`config.mk`:
```
export PLATFORM = sky130hd
export DESIGN_NAME = ialu_cell
export DESIGN_NICKNAME = d
export VERILOG_FILES = /design/src/sv/integer_alu_32_top_defines.svh /design/src/sv/ialu_pkg.sv /design/src/sv/ialu_cell.sv
export SDC_FILE = /design/constraint.sdc
export NUM_CORES = 1
export LEC_CHECK = 0
export BUFFER_PORTS_ARGS = -buffer_cell sky130_fd_sc_hd__buf_2
export CAP_MARGIN = 20
export CORE_ASPECT_RATIO = 1.2
export CORE_MARGIN = 1
export CORE_UTILIZATION = 50
export CTS_CLUSTER_DIAMETER = 120
export DETAILED_ROUTE_END_ITERATION = 10
export HOLD_SLACK_MARGIN = 0.05
export PLACE_DENSITY_LB_ADDON = 0.1
export SLEW_MARGIN = 20
export SYNTH_ARGS = -nofsm -noshare
export SYNTH_HDL_FRONTEND = slang
export SYNTH_SLANG_ARGS = --single-unit
```
`constraint.sdc`:
```
create_clock -name clock -period 7.1 [get_ports clock]
set_input_delay 1.775 -clock clock [delete_from_list [all_inputs] [get_ports clock]]
set_output_delay 1.775 -clock clock [all_outputs]
set_load 0.02 [all_outputs]
```
`src/sv/integer_alu_32_top_defines.svh`:
```
// Assertion macros for the integer ALU.
`ifndef INTEGER_ALU_32_TOP_DEFINES_SVH
`define INTEGER_ALU_32_TOP_DEFINES_SVH
// Assert that a implies b on the next edge.
`define IALU_ASSERT_NEXT(label, clk, rst, a, b) \
   label: assert property (@(posedge clk) disable iff (rst) (a) |=> (b)) \
      else $error("assertion failed");
// Assert that a implies b on the same edge.
`define IALU_ASSERT_NOW(label, clk, rst, a, b) \
   label: assert property (@(posedge clk) disable iff (rst) (a) |-> (b)) \
      else $error("assertion failed");
`endif

```
`src/sv/ialu_pkg.sv`:
```
// Shared types, opcodes and constants for the integer ALU.
package ialu_pkg;
   localparam int unsigned XLEN = 32;
   localparam int unsigned DEPTH = XLEN + 3;
   typedef logic [XLEN-1:0] word_type;
   typedef logic [4:0] op_type;
   localparam op_type OP_ADD = 5'd0, OP_SUB = 5'd1, OP_MULL = 5'd2, OP_MULH = 5'd3;
   localparam op_type OP_MULLU = 5'd4, OP_MULHU = 5'd5, OP_DIV = 5'd6, OP_DIVU = 5'd7;
   localparam op_type OP_REMU = 5'd8, OP_AND = 5'd9, OP_OR = 5'd10, OP_NOT = 5'd11;
   localparam op_type OP_XOR = 5'd12, OP_ROR = 5'd13, OP_SRL = 5'd14, OP_SRA = 5'd15;
   localparam op_type OP_SLL = 5'd16, OP_SLT = 5'd17, OP_SLTU = 5'd18, OP_ADDI = 5'd19;
   localparam op_type OP_SUBI = 5'd20, OP_SLTI = 5'd21, OP_SLTIU = 5'd22;
   typedef struct packed {
      logic     valid;
      op_type   op;
      word_type a;
      word_type b;
      word_type rem;
      word_type quo;
      logic [2*XLEN-1:0] prod;
      logic     neg_q;
      logic     neg_p;
      word_type res;
      logic     bad;
   } beat_type;
endpackage

```
`src/sv/ialu_cell.sv`:
```
// One cell of the ALU chain: one step of the shared multiply/divide sweep.
module ialu_cell (
   input  logic              clock,
   input  logic              reset,
   input  logic              advance,
   input  ialu_pkg::beat_type up,
   input  logic [5:0]        idx,
   output ialu_pkg::beat_type down
);
   import ialu_pkg::*;
   beat_type                   down_ff, down_in;
   logic [XLEN:0]              trial;
   logic [2*XLEN-1:0]          pp;
   logic                       md;
   always_comb begin
      down_in = up;
      md = (up.op == OP_DIV) || (up.op == OP_DIVU) || (up.op == OP_REMU);
      trial = {up.rem, up.a[XLEN-1]} - {1'b0, up.b};
      pp = up.b[idx[4:0]] ? ({{XLEN{1'b0}}, up.a} << idx[4:0]) : '0;
      if (idx < 6'(XLEN)) begin
         if (md) begin
            down_in.a = {up.a[XLEN-2:0], 1'b0};
            if (!trial[XLEN]) begin
               down_in.rem = trial[XLEN-1:0];
               down_in.quo = {up.quo[XLEN-2:0], 1'b1};
            end else begin
               down_in.rem = {up.rem[XLEN-2:0], up.a[XLEN-1]};
               down_in.quo = {up.quo[XLEN-2:0], 1'b0};
            end
         end else begin
            down_in.prod = up.prod + pp;
         end
      end
   end
   always_ff @(posedge clock) begin
      if (reset) begin
         down_ff.valid <= 1'b0;
      end else if (advance) begin
         down_ff.valid <= up.valid;
      end
      if (advance) begin
         down_ff.op <= down_in.op; down_ff.a <= down_in.a; down_ff.b <= down_in.b;
         down_ff.rem <= down_in.rem; down_ff.quo <= down_in.quo;
         down_ff.prod <= down_in.prod; down_ff.neg_q <= down_in.neg_q;
         down_ff.neg_p <= down_in.neg_p; down_ff.res <= down_in.res;
         down_ff.bad <= down_in.bad;
      end
   end
   assign down = down_ff;
endmodule

```
* After elaboration in Yosys (flattened, before gate mapping)
Index checks and enable logic that the tools add are counted.
Storage, ports and cells: flip-flop bits (word level) 233, bits in latches 0, memory bits (writable) 0, memory bits (read-only) 0, output and inout port bits 233, memories kept 0
Cells by class: $add $sub $neg 2, $mul 0, div/mod/pow operators 0, magnitude comparators 2, equality and inequality tests 3, shifts and indexed selects 1, mux-type cells 9, bitwise operators 0, reductions and logical operators 2
Operators by type and width (count):
- 64-bit two-way mux | 4
- 128-bit two-way mux | 1
- 64-bit adder | 1
- 32-bit two-way mux | 2
- 32-bit by 5-bit << shifter with 64-bit output | 1
- 33-bit by 32-bit subtractor with 33-bit output | 1
- 5-bit by 3-bit == test with 1-bit output (second input constant) | 2
- 5-bit by 6-bit less-than comparator with 1-bit output (second input constant) | 1
- 6-bit less-than comparator (second input constant) | 1
- 1-bit binary-select mux with 5-bit select | 1
- 5-bit by 4-bit == test with 1-bit output (second input constant) | 1
- 1-bit logical OR | 2
- 1-bit two-way mux | 1

* Depth between registers and ports, before layout
Gate-level depths: netlist of the first run.
depth after elaboration 6, mapped depth 23

* Worst setup path before layout of the first run
No wires, ideal clock.
kind in2reg, start point input port idx[1], end point register down_ff, in the netlist down[83] (data pin), library setup time 268 ps, data arrival time 5913 ps, required time 6832 ps, slack 918 ps, cell stages on the path 19, path buffers 2, cells stage by stage clkbuf_1 -> buf_2 -> mux4_2 -> mux4_2 -> nand3_1 -> nor2_1 -> and2_1 -> ha_1 -> fa_1 -> a21o_1 -> a31oi_1 -> o21ai_2 -> a32oi_1 -> o211a_4 -> o21ai_1 -> a221oi_1 -> o21bai_1 -> xnor2_1 -> o21ai_0
RTL lines:
- start: declaration | line ialu_cell.sv:7 | input logic [5:0] idx,
- end: declaration | line ialu_cell.sv:11 | beat_type down_ff, down_in;

==> results_dict.tcl, run 1 <==
set metrics [dict create \
    nNetsFinal 2626 \
    postCtsHoldBufs 0 \
    fmax_ghz 0.158 \
    yosysWarnings 0 \
    initial_core_util_pct 50.8 \
    tns_ps 0 \
    r2r_cells 2 \
    cp-startpoint "idx[0]" \
    fillers 2943 \
    power.density_nw_per_um2 217 \
    cts_resized 0 \
    cts_tree "built" \
    dp_hpwl_mm 42.2 \
    drt-initial-drc-count 1068 \
    drc 0 \
    drt_pass1_iterations 5 \
    die_h_um 203 \
    gp_congestion 1.00 \
    hold_viol_final 0 \
    grt_use_total_pct 30.3 \
    clock-sinks 233 \
    root_buffer "clkbuf_16" \
    rsz0062_at_grt "no" \
    cts_setup_buffers 0 \
    ant_nets 0 \
    ys.flop_type "edfxtp_1" \
    yosys-top-cells-area "edfxtp_1 41%, nand2_1 9.3%, ha_1 7.1%" \
    synth_edf_count 232 \
    max-clock-path-buffers 3 \
    maxCapViolCount 0 \
    timing.rr.end "down[232]" \
    path_max_fanout 40 \
    p_leak_nw 9.25 \
    drive_above_1_share_pct 26.3 \
    synth_area_sq_um 16800 \
    post-route-util_pct 61.8 \
    dieArea_sq_um 34400 \
    num_vias 15600 \
    worstSetupEndpoint "down[98]" \
    synth-async-reset-ratio_pct 0 \
    totalWireLength_mm 53.5 \
    synth_cells 1859 \
    crit_arrival_ps 6610 \
    core-area_sq_um 33200 \
    synth_fp_nets 2198 \
    slew_headroom_pct 32.0 \
    hp-class "reg2reg" \
    outcome "complete, no violations" \
    largest_reg_flops 233 \
    worstSetupPathType "in2reg" \
    ys_ff_latch 233 \
    setup_viol 0 \
    grt_pass1_wl_mm 81.0 \
    drv_slew 0 \
    ff2ff_setup_slack_ps 6510 \
    clkSlewWorstSetupHoldPaths_ps 60 \
    finalCritPeriodShare_pct 89.1 \
    antenna_found_initial 8 \
    h-tree-depth 1 \
    synth_commonest_cells "416 x nand2_1, 232 x edfxtp_1, 162 x nor2_1" \
    netlist.area_leader.share_pct 41.4 \
    grt_max_degree 151 \
    yosysMostFrequentCell "nand2_1" \
    vias_per_cell 5.64 \
    max-vdd-ir-drop_uv 271 \
    dpl_cell_area_sq_um 19600 \
    io_pins 475 \
    fin_area_sq_um 20500 \
    start_kind "input pin" \
    die-width_um 170 \
    fin_crit_ps 6330 \
    worstPathRequired_ps 7380 \
    overflow 0 \
    portBuffers 474 \
    syn_to_final_growth_pct 21.8 \
    ys_types 84 \
    whs_ps 510 \
    grt_pass1_vias 14700 \
    clock_latency_ps 560 \
    r2r-start "down[232]" \
    syn_area_per_cell_sq_um 9.06 \
    rows 73 \
    ys_seq_area_share_pct 41.5 \
    worst_slew_pin_slew_ps 1020 \
    critPathCaptureType "register" \
    worst_clock_skew_ps 0 \
    wl_per_cell_um 19.4 \
    yosysTopAreaCell "edfxtp_1" \
    cts_inserted_buffers 25 \
]
-- per-stage QoR --
| stage | worst slack [ps] | power (mW) | std cells |
|---|---|---|---|
| 2_1_floorplan | 918 | 2.65 | 1859 |
| 3_3_place_gp | 262 | 3.11 | 2709 |
| 3_5_place_dp | 243 | 3.11 | 2709 |
| 4_1_cts | 812 | 4.46 | 2755 |
| 5_1_grt | 499 | 4.64 | 2759 |
| 6_report | 774 | 4.44 | 2762 |
-- worst min-delay path by stage --
stage / slack (ps) / cells past startpoint / to / start
finish: 510 / 2 / down[232] / down[232]
global route: 570 / 2 / down[232] / down[232]
CTS: 520 / 2 / down[232] / down[232]
detailed placement: 500 / 2 / down[232] / down[232]
global placement: 480 / 2 / down[232] / down[232]
floorplan: 580 / 2 / down[232] / down[232]
-- layer usage --
| metal | global-route usage, % | wire (um) | vias up |
|---|---|---|---|
| li1 | - | - | 7593 |
| met1 | 37.7 | 21800 | 7367 |
| met2 | 53.4 | 26900 | 534 |
| met3 | 5.38 | 3600 | 90 |
| met4 | 9.14 | 1310 | 2 |
| met5 | 0 | 13 | - |
-- cell families (layout without fill, tap and decap cells) --
logic type      Yosys count  count (layout)  share of synthesized area, %
mux                      91              91                          7.53
flops                   233             233                          41.5
compound gates          488             488                          18.1
buf+inv                 163             610                          3.85
fa+ha+maj                97              97                          7.30
other cells               0               6                             0
xor+xnor                 79              79                          4.11
simple gates            708             708                          17.6
-- power by group --
group | total [mW] | switching, mW | internal (mW)
logic | 1.39 | 0.879 | 0.515
clock network | 1.34 | 0.554 | 0.786
registers | 1.71 | 0.0343 | 1.67
-- worst max-delay path: stages --
cell and delay (ps):
buf_2 290, buf_12 300, mux2i_1 330, nor2_1 70
a31oi_1 430, nor2_1 70, a21oi_1 280, mux2_2 270
nor2_1 100, ha_1 420, a21oi_1 240, o21ai_0 210
nand2b_1 190, o21bai_1 200, a41o_1 320, a31oi_2 300
o21ai_1 210, a221oi_2 310, o31ai_1 120, xor2_1 160
-- cells in the final DEF (no fill, tap or decap), drive strengths merged, types with 11 or more instances in the layout --
cell type	count
buf	500
nand4	21
xor2	32
edfxtp	232
xnor2	47
ha	95
o21bai	20
a21o	46
mux2	15
a31oi	18
nor2	163
and3	12
mux4	27
o21a	11
nor2b	12
inv	64
mux2i	49
nand3	21
a211oi	23
a21oi	129
o21ai	161
nand2	416
clkbuf	32
nor3	21
-- layout make-up --
type	instances	area [sq um]	share of cell area [%]
multi-input combinational	1463	9240	45.1
sequential	233	6990	34.1
timing repair buffer	500	2620	12.8
clock buffer	32	682	3.33
tap	450	563	2.75
inverter	64	240	1.17
clock inverter	14	149	0.726
antenna	6	15.0	0.0732
(Power assumes the default switching activity.)
==> run 2: changes to the inputs <==
ABC_CLOCK_PERIOD_IN_PS = 7100   (was unset)
GPL_TIMING_DRIVEN = 0   (was unset)
==> run 2 against run 1 <==
Clock power is essentially flat. Via count increased by 3.6%. Die area unchanged. Sequential cell count did not move.
==> results_dict.tcl, run 2 (synthesis results as in run 1) <==
set metrics [dict create \
    root_buffer "clkbuf_16" \
    grt_pass1_wl_mm 85.1 \
    holdPathEnd "down[232]" \
    clock-sinks 233 \
    r2r_cells 2 \
    die_h_um 203 \
    cts_inserted_buffers 25 \
    fin_area_sq_um 20700 \
    p_int_mw 2.98 \
    wl_met3_mm 4.17 \
    gp_congestion 0.980 \
    timing.final.ws_setup_ps 219 \
    io_pins 475 \
    pre_cts_ws_ps -500 \
    hold_viol_final 0 \
    final_cells 2834 \
    worstPathRequired_ps 7380 \
    overflow 0 \
    h-tree-depth 1 \
    drt-initial-drc-count 1201 \
    mostFrequentLayoutCell "buf_2" \
    fillers 2953 \
    totalWireLength_mm 56.2 \
    rows 73 \
    grt_max_degree 96 \
    clkPwrFrac_pct 30.4 \
    maxCapViolCount 0 \
    num_vias 16100 \
    clkSlewWorstSetupHoldPaths_ps 60 \
    initial_core_util_pct 50.8 \
    whs_ps 499 \
    r2r-start "down[232]" \
    largest_reg_flops 233 \
    portBuffers 472 \
    dr_wl_met2_mm 28.4 \
    netSwitchingFraction_pct 33.4 \
    hold_path_depth 2 \
    die-width_um 170 \
    dpl_cell_area_sq_um 19800 \
    grt_use_total_pct 32.0 \
    antenna_found_initial 11 \
    p_leak_nw 9.31 \
    dp_hpwl_mm 45.3 \
    critPathCaptureType "register" \
    drt_pass1_iterations 5 \
    wl_per_cell_um 19.8 \
    rsz0062_at_grt "no" \
    ant_nets 0 \
    cts_setup_buffers 0 \
    layout_common_cells "490 x buf_2, 416 x nand2_1, 232 x edfxtp_1, 162 x nor2_1, 127 x a21oi_1" \
    top_layer "met5" \
    cts_tree "built" \
    fin_crit_ps 6880 \
    dp.cells 2783 \
    worst_clock_skew_ps 0 \
    core-area_sq_um 33200 \
    ff2ff_setup_slack_ps 6520 \
    grt_pass1_vias 15800 \
    nNetsFinal 2699 \
    path_max_fanout 10 \
    pwr-share-comb_pct 31.5 \
    drive_above_1_share_pct 25.3 \
    cts_resized 0 \
    power.density_nw_per_um2 216 \
    start_kind "input pin" \
    slew_headroom_pct 31.8 \
    sequentialPowerShare_pct 38.1 \
    max-vdd-ir-drop_uv 221 \
    timing.rr.end "down[232]" \
    syn_to_final_growth_pct 23.0 \
    hold_start "down[232]" \
    crit_arrival_ps 7160 \
    hp-class "reg2reg" \
    drv_slew 0 \
    finalCritPeriodShare_pct 96.9 \
    setup_viol 0 \
    clock_latency_ps 550 \
    max-clock-path-buffers 3 \
    vias_per_cell 5.70 \
    dieArea_sq_um 34400 \
    p_sw_mw 1.50 \
    postCtsHoldBufs 0 \
    post-route-util_pct 62.5 \
    wirelength_met1_mm 21.4 \
    worst_slew_pin_slew_ps 1020 \
    drc 0 \
    fmax_ghz 0.145 \
    outcome "complete, no violations" \
    worstSetupPathType "in2reg" \
]
==> run 2: critical path, stage by stage <==
cell and delay, ps:
buf_2 150, clkbuf_4 310, mux4_2 560, mux4_2 540, nand2_1 260, inv_2 110
a21oi_1 270, buf_2 280, nor2_1 130, ha_1 420, nand2_1 150, nor4_2 490
o21a_1 210, a41o_1 310, a31oi_2 190, o21ai_1 400, a221oi_2 120, o31ai_1 370
xor2_1 110
==> run 2: stage by stage <==
step / power, mW / TNS, ps
2_1_floorplan: 2.65 / 0
3_3_place_gp: 3.11 / -4170
3_5_place_dp: 3.12 / -5020
4_1_cts: 4.49 / 0
5_1_grt: 4.69 / 0
6_report: 4.48 / 0
==> run 2: area by class of cell <==
type / instances / area, sq um / share of cell area, %
clock inverters: 18 / 213 / 1.03
diodes: 5 / 12.5 / 0.0604
well taps: 450 / 563 / 2.72
clock buffers: 28 / 637 / 3.07
repair buffers: 474 / 2430 / 11.7
flip-flops and latches: 233 / 6990 / 33.7
multi-input cells: 1463 / 9220 / 44.5
plain buffers: 99 / 412 / 1.99
inverters: 64 / 240 / 1.16
==> run 2: how the worst max path moves through the flow <==
stage / startpoint / to / slack, ps / cells after the start
finish: idx[0] / down[98] / 220 / 19
global placement: idx[0] / down[98] / -480 / 20
CTS: idx[0] / down[98] / 80 / 20
global route: idx[0] / down[98] / 30 / 20
detailed placement: idx[0] / down[98] / -500 / 20
floorplan: idx[1] / down[83] / 920 / 19
==> run 2: routing by layer <==
metal / up-vias / GRT usage, %
met5: - / 0
met4: 12 / 13.1
met1: 7607 / 36.9
met3: 146 / 6.74
met2: 639 / 57.4
li1: 7744 / -
==> run 2: power groups by stage <==
stage | clock network [mW] | registers [mW] | logic [mW]
5_1_grt | 1.44 | 1.72 | 1.53
3_5_place_dp | 0 | 1.73 | 1.39
4_1_cts | 1.39 | 1.71 | 1.40
6_report | 1.36 | 1.70 | 1.41
2_1_floorplan | 0 | 1.91 | 0.735
3_3_place_gp | 0 | 1.74 | 1.37
